### config.mk
export PLATFORM = sky130hd
export DESIGN_NAME = open_handle_clock_cache
export DESIGN_NICKNAME = d
export VERILOG_FILES = /design/src/sv/occ_pkg.sv /design/src/sv/occ_ram.sv /design/src/sv/open_handle_clock_cache.sv
export SDC_FILE = /design/constraint.sdc
export NUM_CORES = 1
export LEC_CHECK = 0
export BUFFER_PORTS_ARGS = -buffer_cell sky130_fd_sc_hd__buf_2
export CORE_MARGIN = 2
export CORE_UTILIZATION = 50
export CTS_CLUSTER_SIZE = 8
export DETAILED_ROUTE_END_ITERATION = 7
export GPL_TIMING_DRIVEN = 1
export PLACE_DENSITY_LB_ADDON = 0.12
export SYNTH_ARGS = -nofsm -noshare
export SYNTH_HDL_FRONTEND = slang
export SYNTH_HIERARCHICAL = 1
export SYNTH_SLANG_ARGS = --single-unit
### constraint.sdc
create_clock -name aclk -period 6.7 [get_ports aclk]
set_clock_uncertainty 0.15 [all_clocks]
set_input_delay 1.34 -clock aclk [delete_from_list [all_inputs] [get_ports aclk]]
set_output_delay 1.34 -clock aclk [all_outputs]
set_load 0.01 [all_outputs]
### src/sv/occ_pkg.sv
// ----------------------------------------------------------------------------
// Open handle clock cache package
// Sizes, status and command codes and the sequencer state type shared by
// the cache top level.
// ----------------------------------------------------------------------------
package occ_pkg;

    // Table geometry.
    localparam int ENTRIES  = 16;
    localparam int KEY_BITS = 16;

    // Derived widths: a slot index, a count that can hold ENTRIES, and a
    // sweep step count that can hold twice ENTRIES.
    localparam int IDX_W  = (ENTRIES > 1) ? $clog2(ENTRIES) : 1;
    localparam int CNT_W  = $clog2(ENTRIES + 1);
    localparam int STEP_W = $clog2(2 * ENTRIES + 1);

    // Port field widths.
    localparam int KEY_IN_W  = 16;
    localparam int MAXOPEN_W = 5;
    localparam int SLOT_W    = 4;
    localparam int CLOSED_W  = 5;

    // Width used to compare the open count with the limit.
    localparam int CMP_W = (CNT_W > MAXOPEN_W) ? CNT_W : MAXOPEN_W;

    // Limit on open records after reset.
    localparam logic [MAXOPEN_W-1:0] MAX_OPEN_RESET = MAXOPEN_W'(16);

    // Command codes.
    localparam logic CMD_FIND = 1'b0;
    localparam logic CMD_READ = 1'b1;

    // Result status codes.
    typedef enum logic [1:0] {
        ST_HIT      = 2'd0,
        ST_INSERTED = 2'd1,
        ST_FULL     = 2'd2,
        ST_ABSENT   = 2'd3
    } status_t;

    // Sequencer states.
    typedef enum logic [1:0] {
        S_IDLE,
        S_LOOKUP,
        S_SWEEP,
        S_ACT
    } state_t;

endpackage

### src/sv/occ_ram.sv
// ----------------------------------------------------------------------------
// Generic single port write, single port read RAM
// One write and one registered read per cycle.
// ----------------------------------------------------------------------------
module occ_ram #(
    parameter int WIDTH = 16,
    parameter int DEPTH = 16
) (
    input  logic                                         aclk,
    input  logic                                         wr_en,
    input  logic [((DEPTH > 1) ? $clog2(DEPTH) : 1)-1:0] wr_addr,
    input  logic [WIDTH-1:0]                             wr_data,
    input  logic [((DEPTH > 1) ? $clog2(DEPTH) : 1)-1:0] rd_addr,
    output logic [WIDTH-1:0]                             rd_data
);

    logic [WIDTH-1:0] mem_reg [DEPTH];

    // Write port and registered read port.
    always_ff @(posedge aclk) begin
        if (wr_en) begin
            mem_reg[wr_addr] <= wr_data;
        end
        rd_data <= mem_reg[rd_addr];
    end

endmodule

### src/sv/open_handle_clock_cache.sv
// From the accepted beat to the result beat, the key search reads one filled
// record after another and stops early on a hit. An insert then runs the clock
// sweep while the open count is at or above the limit (at most 2 * ENTRIES steps),
// leaves it, and then updates the record and registers the result. One item at a
// time: the next beat is taken only once the sequencer is back in idle, after the
// result is registered. Synchronous active low reset empties the table.
// ----------------------------------------------------------------------------
// Open handle clock cache
// Table of file records with a second chance clock sweep that closes unused
// open records, driven by a small sequencer around one key RAM.
// ----------------------------------------------------------------------------
module open_handle_clock_cache (
    input  logic                           aclk,
    input  logic                           aresetn,
    input  logic                           cfg_wr_en,
    input  logic [occ_pkg::MAXOPEN_W-1:0]  cfg_wr_data,
    input  logic                           s_valid,
    output logic                           s_ready,
    input  logic                           s_command,
    input  logic [occ_pkg::KEY_IN_W-1:0]   s_key_id,
    input  logic                           s_open_ok,
    output logic                           m_valid,
    input  logic                           m_ready,
    output logic [1:0]                     m_status,
    output logic [occ_pkg::SLOT_W-1:0]     m_slot,
    output logic                           m_is_open,
    output logic                           m_is_broken,
    output logic [occ_pkg::CLOSED_W-1:0]   m_closed_count
);

    import occ_pkg::*;

    // Control state.
    state_t                 state_reg, state_next;
    logic [ENTRIES-1:0]     used_reg, used_next;
    logic [ENTRIES-1:0]     open_reg, open_next;
    logic [ENTRIES-1:0]     broken_reg, broken_next;
    logic [IDX_W-1:0]       hand_reg, hand_next;
    logic [CNT_W-1:0]       open_cnt_reg, open_cnt_next;
    logic [CNT_W-1:0]       rec_cnt_reg, rec_cnt_next;
    logic [MAXOPEN_W-1:0]   max_open_reg;
    logic                   m_valid_reg, m_valid_next;

    // Per item working registers and result payload.
    logic                   cmd_reg, cmd_next;
    logic [KEY_BITS-1:0]    key_reg, key_next;
    logic                   ok_reg, ok_next;
    logic [CNT_W-1:0]       scan_reg, scan_next;
    logic                   cmp_pend_reg, cmp_pend_next;
    logic [IDX_W-1:0]       cmp_idx_reg, cmp_idx_next;
    logic                   hit_reg, hit_next;
    logic [IDX_W-1:0]       idx_reg, idx_next;
    logic [STEP_W-1:0]      steps_reg, steps_next;
    logic [CNT_W-1:0]       closed_reg, closed_next;
    status_t                status_reg, status_next;
    logic [SLOT_W-1:0]      slot_reg, slot_next;
    logic                   is_open_reg, is_open_next;
    logic                   is_broken_reg, is_broken_next;
    logic [CLOSED_W-1:0]    closed_out_reg, closed_out_next;

    // Key RAM.
    logic                   ram_we;
    logic [IDX_W-1:0]       ram_raddr;
    logic [KEY_BITS-1:0]    ram_rdata;

    // Decoded conditions.
    logic                   in_beat;
    logic                   act_fire;
    logic                   lookup_hit;
    logic                   lookup_more;
    logic                   table_full;
    logic                   sweep_go;
    logic [IDX_W-1:0]       sweep_slot;

    occ_ram #(
        .WIDTH (KEY_BITS),
        .DEPTH (ENTRIES)
    ) u_key_ram (
        .aclk    (aclk),
        .wr_en   (ram_we),
        .wr_addr (idx_reg),
        .wr_data (key_reg),
        .rd_addr (ram_raddr),
        .rd_data (ram_rdata)
    );

    // Handshake and condition decode.
    assign s_ready     = (state_reg == S_IDLE);
    assign in_beat     = s_valid && s_ready;
    assign act_fire    = (state_reg == S_ACT) && (!m_valid_reg || m_ready);
    assign lookup_hit  = cmp_pend_reg && (ram_rdata == key_reg);
    assign lookup_more = (scan_reg < rec_cnt_reg);
    assign table_full  = (rec_cnt_reg >= CNT_W'(ENTRIES));
    assign sweep_go    = (CMP_W'(open_cnt_reg) >= CMP_W'(max_open_reg))
                         && (rec_cnt_reg != '0)
                         && (steps_reg < STEP_W'(2 * ENTRIES));
    assign sweep_slot  = (CNT_W'(hand_reg) >= rec_cnt_reg) ? '0 : hand_reg;

    // Next state of the sequencer.
    always_comb begin
        state_next = state_reg;
        case (state_reg)
            S_IDLE: begin
                if (s_valid) begin
                    state_next = S_LOOKUP;
                end
            end
            S_LOOKUP: begin
                if (lookup_hit) begin
                    state_next = S_ACT;
                end else if (!lookup_more) begin
                    if ((cmd_reg == CMD_FIND) && !table_full) begin
                        state_next = S_SWEEP;
                    end else begin
                        state_next = S_ACT;
                    end
                end
            end
            S_SWEEP: begin
                if (!sweep_go) begin
                    state_next = S_ACT;
                end
            end
            S_ACT: begin
                if (act_fire) begin
                    state_next = S_IDLE;
                end
            end
            default: begin
                state_next = S_IDLE;
            end
        endcase
    end

    // Datapath and outputs of the sequencer.
    always_comb begin
        used_next       = used_reg;
        open_next       = open_reg;
        broken_next     = broken_reg;
        hand_next       = hand_reg;
        open_cnt_next   = open_cnt_reg;
        rec_cnt_next    = rec_cnt_reg;
        m_valid_next    = m_valid_reg && !m_ready;
        cmd_next        = cmd_reg;
        key_next        = key_reg;
        ok_next         = ok_reg;
        scan_next       = scan_reg;
        cmp_pend_next   = cmp_pend_reg;
        cmp_idx_next    = cmp_idx_reg;
        hit_next        = hit_reg;
        idx_next        = idx_reg;
        steps_next      = steps_reg;
        closed_next     = closed_reg;
        status_next     = status_reg;
        slot_next       = slot_reg;
        is_open_next    = is_open_reg;
        is_broken_next  = is_broken_reg;
        closed_out_next = closed_out_reg;
        ram_we          = 1'b0;
        ram_raddr       = scan_reg[IDX_W-1:0];

        case (state_reg)
            S_IDLE: begin
                // Capture the input beat and reset the per item counters.
                if (in_beat) begin
                    cmd_next      = s_command;
                    key_next      = KEY_BITS'(s_key_id);
                    ok_next       = s_open_ok;
                    scan_next     = '0;
                    cmp_pend_next = 1'b0;
                    steps_next    = '0;
                    closed_next   = '0;
                end
            end
            S_LOOKUP: begin
                // One key read issued and one compared each cycle.
                if (lookup_hit) begin
                    hit_next      = 1'b1;
                    idx_next      = cmp_idx_reg;
                    cmp_pend_next = 1'b0;
                end else if (lookup_more) begin
                    cmp_pend_next = 1'b1;
                    cmp_idx_next  = scan_reg[IDX_W-1:0];
                    scan_next     = scan_reg + CNT_W'(1);
                end else begin
                    hit_next      = 1'b0;
                    idx_next      = rec_cnt_reg[IDX_W-1:0];
                    cmp_pend_next = 1'b0;
                end
            end
            S_SWEEP: begin
                // One clock step: a used record gets a second chance, an
                // unused open record is closed.
                if (sweep_go) begin
                    if (used_reg[sweep_slot]) begin
                        used_next[sweep_slot] = 1'b0;
                    end else if (open_reg[sweep_slot]) begin
                        open_next[sweep_slot] = 1'b0;
                        if (open_cnt_reg != '0) begin
                            open_cnt_next = open_cnt_reg - CNT_W'(1);
                        end
                        closed_next = closed_reg + CNT_W'(1);
                    end
                    hand_next  = (sweep_slot == IDX_W'(ENTRIES - 1)) ? '0
                                 : sweep_slot + IDX_W'(1);
                    steps_next = steps_reg + STEP_W'(1);
                end
            end
            S_ACT: begin
                // Apply the command to the record and register the result.
                if (act_fire) begin
                    m_valid_next    = 1'b1;
                    status_next     = ST_HIT;
                    slot_next       = SLOT_W'(idx_reg);
                    closed_out_next = '0;
                    if (cmd_reg == CMD_READ) begin
                        if (!hit_reg) begin
                            status_next = ST_ABSENT;
                            slot_next   = '0;
                        end else if (!open_reg[idx_reg] && !broken_reg[idx_reg]) begin
                            if (ok_reg) begin
                                open_next[idx_reg] = 1'b1;
                                used_next[idx_reg] = 1'b1;
                                open_cnt_next      = open_cnt_reg + CNT_W'(1);
                            end else begin
                                broken_next[idx_reg] = 1'b1;
                            end
                        end
                    end else if (hit_reg) begin
                        used_next[idx_reg] = 1'b1;
                    end else if (table_full) begin
                        status_next = ST_FULL;
                        slot_next   = '0;
                    end else begin
                        // Insert at the next free slot and try to open it.
                        ram_we               = 1'b1;
                        used_next[idx_reg]   = 1'b1;
                        open_next[idx_reg]   = ok_reg;
                        broken_next[idx_reg] = !ok_reg;
                        if (ok_reg) begin
                            open_cnt_next = open_cnt_reg + CNT_W'(1);
                        end
                        rec_cnt_next    = rec_cnt_reg + CNT_W'(1);
                        status_next     = ST_INSERTED;
                        closed_out_next = CLOSED_W'(closed_reg);
                    end
                    if ((status_next == ST_FULL) || (status_next == ST_ABSENT)) begin
                        is_open_next   = 1'b0;
                        is_broken_next = 1'b0;
                    end else begin
                        is_open_next   = open_next[idx_reg];
                        is_broken_next = broken_next[idx_reg];
                    end
                end
            end
            default: begin
            end
        endcase
    end

    // Control registers.
    always_ff @(posedge aclk) begin
        if (!aresetn) begin
            state_reg    <= S_IDLE;
            used_reg     <= '0;
            open_reg     <= '0;
            broken_reg   <= '0;
            hand_reg     <= '0;
            open_cnt_reg <= '0;
            rec_cnt_reg  <= '0;
            max_open_reg <= MAX_OPEN_RESET;
            m_valid_reg  <= 1'b0;
        end else begin
            state_reg    <= state_next;
            used_reg     <= used_next;
            open_reg     <= open_next;
            broken_reg   <= broken_next;
            hand_reg     <= hand_next;
            open_cnt_reg <= open_cnt_next;
            rec_cnt_reg  <= rec_cnt_next;
            m_valid_reg  <= m_valid_next;
            if (cfg_wr_en) begin
                max_open_reg <= cfg_wr_data;
            end
        end
    end

    // Working and payload registers.
    always_ff @(posedge aclk) begin
        cmd_reg        <= cmd_next;
        key_reg        <= key_next;
        ok_reg         <= ok_next;
        scan_reg       <= scan_next;
        cmp_pend_reg   <= cmp_pend_next;
        cmp_idx_reg    <= cmp_idx_next;
        hit_reg        <= hit_next;
        idx_reg        <= idx_next;
        steps_reg      <= steps_next;
        closed_reg     <= closed_next;
        status_reg     <= status_next;
        slot_reg       <= slot_next;
        is_open_reg    <= is_open_next;
        is_broken_reg  <= is_broken_next;
        closed_out_reg <= closed_out_next;
    end

    // Result beat.
    assign m_valid        = m_valid_reg;
    assign m_status       = status_reg;
    assign m_slot         = slot_reg;
    assign m_is_open      = is_open_reg;
    assign m_is_broken    = is_broken_reg;
    assign m_closed_count = closed_out_reg;

endmodule
# --- After elaboration in Yosys (flattened, before gate mapping) ---
# Memory sizes are Yosys's and may differ from the RTL's. A register that Yosys moved wholly into a read port is not among the register bits.
# Cells that the tools add are included.
classes:
  addsub: 7
  multipliers: 0
  div_mod_pow: 0
  order_cmp: 9
  n_eq_ne: 27
  shifts: 0
  mux: 107
  bitwise: 10
  reduce_logical: 39
ops:
  columns: ["operator", "n"]
  rows:
  - ["$mux 16", 29]
  - ["$mux 5", 17]
  - ["$pmux 16 s2", 2]
  - ["$or 16x16->16", 3]
  - ["$and 16x16->16", 2]
  - ["$bwmux 16", 2]
  - ["$mux 4", 8]
  - ["$pmux 5 s2", 3]
  - ["$bmux 1 s4", 6]
  - ["$mux 1", 22]
  - ["$mux 2", 11]
  - ["$ne 2x2->1 const B", 11]
  - ["$add 5x1->5 const B", 4]
  - ["$ne 3x3->1 const B", 6]
  - ["$eq 16x16->1", 1]
  - ["$not 16->16", 1]
  - ["$reduce_and 5->1", 3]
  - ["$mux 6", 2]
  - ["$pmux 6 s2", 1]
  - ["$logic_and 1x1->1", 10]
  - ["$lt 4x5->1 const B", 2]
  - ["$reduce_and 10->1", 1]
  - ["$reduce_and 2->1", 5]
  - ["$reduce_bool 5->1", 2]
  - ["26 further kinds", 45]
totals:
  register_bits: 127
  latch_bits: 0
  mem_bits_rw: 256
  rom_bits: 0
  output_inout_bits: 15
  memories: 1
memory_table:
  columns: ["name", "depth", "width", "rd", "rd_ports_with_merged_regs", "write_ports", "line", "text"]
  rows:
  - ["u_key_ram.mem_reg", 16, 16, 1, 1, 1, "occ_ram.sv:17", "logic [WIDTH-1:0] mem_reg [DEPTH];"]

# --- Depth between registers and ports, before layout ---
logic_depth:
  ltp_word: 13
  depth_mapped: 16

# --- Modules after synthesis ---
# The synthesis kept the hierarchy.
modules_own_cells:
  columns: ["mod", "n_inst", "cells_each", "area_per_inst_um2"]
  rows:
  - ["occ_ram", 1, 432, 10042.1]
  - ["open_handle_clock_cache", 1, 871, 7598.5]

# --- Worst setup path before layout ---
# No wires, ideal clock.
synth_path:
  path_kind: "input port to flip-flop"
  start: "input port m_ready"
  end: "memory u_key_ram.mem_reg[0][0] (enable)"
  setup_time_ps: 409
  arrival_time_ps: 3725
  setup_slack_ps: 2415
  path_stages: 6
  n_path_buf: 1
  path_cell_list: "nor2b_1 nand2b_1 clkbuf_1 nor2_1 or3b_2 nor3_1"
synth_via:
  elab_chain_len: 6
synth_rtl:
  columns: ["item", "line", "text"]
  rows:
  - ["start: declaration", "open_handle_clock_cache.sv:23", "input logic m_ready,"]
  - ["$logic_or 1x1->1", "open_handle_clock_cache.sv:90", "assign act_fire = (state_reg == S_ACT) && (!m_valid_reg || m_ready);"]
  - ["$logic_and 1x1->1", "open_handle_clock_cache.sv:90", null]
  - ["$mux 1", "open_handle_clock_cache.sv:211", "if (act_fire) begin"]
  - ["$mux 1", "open_handle_clock_cache.sv:162", "case (state_reg)"]
  - ["via ram_we", "open_handle_clock_cache.sv:62", "logic ram_we;"]
  - ["$mux 1", "occ_ram.sv:21", "if (wr_en) begin"]
  - ["$mux 1 (implied by the code)", "occ_ram.sv:22", "mem_reg[wr_addr] <= wr_data;"]
  - ["end: declaration", "occ_ram.sv:17", null]
# The timed path passes the listed nets, and every way through them passes these cells.

# --- Final worst setup path ---
layout_path:
  start: "register hand_reg[0]"
  end: "register used_reg[11]"
layout_via:
  elab_chain_len: 11
  elab_cells_between_ends: 16
layout_rtl:
  columns: ["item", "line", "text"]
  rows:
  - ["start: declaration", "open_handle_clock_cache.sv:38", "logic [IDX_W-1:0] hand_reg, hand_next;"]
  - ["start signal: assignment", "open_handle_clock_cache.sv:278", "hand_reg <= hand_next;"]
  - ["$ge 4x5->1", "open_handle_clock_cache.sv:97", "assign sweep_slot = (CNT_W'(hand_reg) >= rec_cnt_reg) ? '0 : hand_reg;"]
  - ["$mux 4 (*)", "open_handle_clock_cache.sv:97", null]
  - ["$lt 4x5->1 (implied by the code) or $ge 4x1->1 (tied branches)", "open_handle_clock_cache.sv:196", "used_next[sweep_slot] = 1'b0;"]
  - ["$logic_and 1x1->1 (implied by the code)", "open_handle_clock_cache.sv:196", null]
  - ["$mux 1 (implied by the code)", "open_handle_clock_cache.sv:196", null]
  - ["$demux 1 s4", "open_handle_clock_cache.sv:196", null]
  - ["$not 16->16 (no source line)", null, null]
  - ["$and 16x16->16 (no source line)", null, null]
  - ["$mux 16", "open_handle_clock_cache.sv:195", "if (used_reg[sweep_slot]) begin"]
  - ["$mux 16", "open_handle_clock_cache.sv:194", "if (sweep_go) begin"]
  - ["$pmux 16 s2", "open_handle_clock_cache.sv:162", null]
  - ["end signal: assignment", "open_handle_clock_cache.sv:275", "used_reg <= used_next;"]
  - ["end: declaration", "open_handle_clock_cache.sv:35", "logic [ENTRIES-1:0] used_reg, used_next;"]
# Every way passes the cells marked *; elsewhere a longest branch is shown, timed or not. The select of a mux whose other input is x is not followed.
# A chain may end at the register's enable or synchronous reset.

==> results.sh <==
export IMPL_dp_hpwl_um=28000
export IMPL_drt_first_iter_violations=930
export IMPL_grt_pass1_vias=11200
export IMPL_portBuffers=42
export IMPL_max_freq_mhz=219
export IMPL_synth_top_area_share_pct=53.3
export IMPL_synth_edf_count=313
export IMPL_critPathTopFamily="simple AND/OR/NAND/NOR gates"
export IMPL_insertion_delay_ns=0.58
export IMPL_synth_nets=1361
export IMPL_period_share_pct=68.2
export IMPL_antenna_cells=0
export IMPL_finalSetupTns_ns=0
export IMPL_finalCriticalPeriod_ns=4.57
export IMPL_grt_overflow=0
export IMPL_drt_antenna_violating_nets=0
export IMPL_hold_path_class="flop to flop"
export IMPL_final_max_slew_viol_count=0
export IMPL_start_util_pct=50.9
export IMPL_drc=0
export IMPL_firstDrtPassIters=5
export IMPL_yosys_area_top_type="edfxtp_1"
export IMPL_hold_slack_ns=0.326
export IMPL_required_ns=7.04
export IMPL_place_area_sq_um=18300
export IMPL_fin_total_pwr_mw=7.85
export IMPL_synth_avg_cell_area_sq_um=13.5
export IMPL_cpMostUsedCell="o22ai_1"
export IMPL_cts_tree="built"
export IMPL_path_clk_slew_ns=0.06
export IMPL_cts_resized=0
export IMPL_area_growth_pct=12.9
export IMPL_viasPerCell=6.15
export IMPL_cts_htree_levels=2
export IMPL_num_vias=11400
export IMPL_power_per_cell_area_nw_per_um2=394
export IMPL_fin_nets=1407
export IMPL_grt_setup_unrepaired="no"
export IMPL_grt_pass1_wl_um=66900
export IMPL_io_pins=43
export IMPL_cts_root_buf="clkbuf_16"
export IMPL_end_kind="flop"
export IMPL_slowest_delay_ns=0.92
export IMPL_ys_seq_area_share_pct=63.0
export IMPL_cpMaxStageDelayCell="nor4_2"
export IMPL_routed_wl_um=43400
export IMPL_largest_register_ffs=256
export IMPL_synth_seq_cells=399
export IMPL_start_kind="flop"
export IMPL_synth_flop_cell="edfxtp_1"
export IMPL_synth_cells=1303
export IMPL_design_area_sq_um=19900
export IMPL_crit_fanout=16
export IMPL_worst_setup_path_type="flop to flop"
export IMPL_cp_num_buf_inv=1
export IMPL_maxCapViolCount=0
export IMPL_relSlewSlack_pct=24.7
export IMPL_drive_gt1_share_pct=15.8
export IMPL_setup_viol=0
export IMPL_async_reset_ff_share_pct=0
export IMPL_cts_buffers=56
export IMPL_cts_hold_buf=0
export IMPL_tightest_slew_ns=1.13
export IMPL_wl_per_cell_um=23.5
export IMPL_synth_area_sq_um=17600
export IMPL_path_cells="inv_1 -> ha_1 -> nor2b_1 -> o21ai_2 -> and2_4 -> o22ai_1 -> a221oi_1 -> nor3_1 -> nor4_2 -> nand3_1 -> o22ai_1"
export IMPL_clockBufferDepth=3
export IMPL_antenna_found_initial=0
export IMPL_p_leak_nw=6.56
export IMPL_hold_viol_final=0
export IMPL_fp_dieArea_sq_um=36800
export IMPL_ys_warn_count=6
export IMPL_yosys_top_cells_area="edfxtp_1 (53%), dfxtp_1 (9.8%), mux4_2 (7.5%)"
export IMPL_ir_drop_v=0.000348
export IMPL_status="finished clean"
export IMPL_grt_max_degree=68
export IMPL_die_x_um=192
export IMPL_synth_distinct_cells=80
export IMPL_worstPathArrival_ns=4.91
export IMPL_clkSinkCount=399
export IMPL_grtUsageTotal_pct=24.2
export IMPL_die_y_um=192
export IMPL_gp_congestion=0.919
export IMPL_core_rowCount=68
export IMPL_core_sq_um=34600
export IMPL_postCtsSetupBuffers=0
[worst reg2reg max path, stage by stage (launching register included)]
cell,delay [ns]
dfxtp_1,0.82
inv_1,0.29
ha_1,0.37
nor2b_1,0.05
o21ai_2,0.23
and2_4,0.26
o22ai_1,0.10
a221oi_1,0.53
nor3_1,0.15
nor4_2,0.92
nand3_1,0.37
o22ai_1,0.26
[Yosys cell counts (5+ instances only)]
master,n
o21ai_1,12
ha_1,29
o211ai_1,18
buf_2,10
nand2_1,96
edfxtp_1,313
nand4_1,9
a22oi_1,36
nor3_1,32
nor2b_1,13
o21a_1,5
mux4_2,59
o22ai_1,10
a21o_1,9
xor2_1,14
nand3_1,24
buf_1,9
a211o_1,7
a21oi_1,69
buf_6,7
dfxtp_1,86
mux4_1,10
nor2_1,125
clkbuf_1,46
mux2i_1,11
a32o_1,11
a31oi_1,10
or4_1,5
xnor2_1,18
and2_1,20
nand2b_1,12
inv_1,27
o21ai_0,57
[cell type report]
cell class,instances,area (sq um)
clock inverters,2,46.3
well taps,455,569
inverters,28,105
flip-flops and latches,399,11100
repair buffers,64,375
fillers,2807,14700
clock buffers,99,1600
multi-input cells,800,6100
[logic make-up after synthesis]
family | count (synthesis) | share of synthesized area [%]
xor+xnor | 32 | 1.59
mux | 81 | 9.71
simple gates | 363 | 9.70
flops | 399 | 63.0
buf+inv | 104 | 2.67
fa+ha+maj | 30 | 2.17
compound gates | 294 | 11.1
[stage by stage]
step	setup slack [ns]	util, %	instances
2_1_floorplan	2.42	-	1303
3_3_place_gp	2.30	52.8	1746
3_5_place_dp	2.23	52.8	1746
4_1_cts	2.20	57.5	1847
5_1_grt	1.81	57.5	1847
6_report	2.13	57.5	1847
[routing by layer]
layer | track usage, % | vias up | part of all wire, %
li1 | - | 5142 | -
met1 | 33.4 | 5727 | 43
met2 | 39.4 | 381 | 48
met3 | 3.42 | 101 | 5.9
met4 | 8.82 | 0 | 3.3
met5 | 0 | - | 0
[cell usage in the layout (no fill, tap or decap), drive strengths merged, types with 12 or more instances in the layout]
cell type	n
clkbuf	99
nor3	33
and2	21
a21oi	70
dfxtp	86
nor2	125
o21ai	70
o211ai	18
edfxtp	313
nor2b	13
a22oi	36
nand2b	12
buf	64
nand3	25
xor2	14
mux4	69
inv	27
nand2	96
ha	29
xnor2	18
[report_power, final]
group / switching, mW / internal [mW]
combinational: 1.20 / 0.792
clock: 1.00 / 1.60
sequential: 0.242 / 3.01
total: 2.45 / 5.40
[worst paths after layout]
check / start / to / slack, ns / cells after the start
min reg2reg: used_reg[10]$_SDFFE_PN0P_ / used_reg[10]$_SDFFE_PN0P_ / 0.33 / 2
min: used_reg[10]$_SDFFE_PN0P_ / used_reg[10]$_SDFFE_PN0P_ / 0.33 / 2
max reg2reg: hand_reg[0]$_SDFFE_PN0P_ / used_reg[11]$_SDFFE_PN0P_ / 2.13 / 11
max: hand_reg[0]$_SDFFE_PN0P_ / used_reg[11]$_SDFFE_PN0P_ / 2.13 / 11
Note: power is estimated with default switching activity, not from simulation.
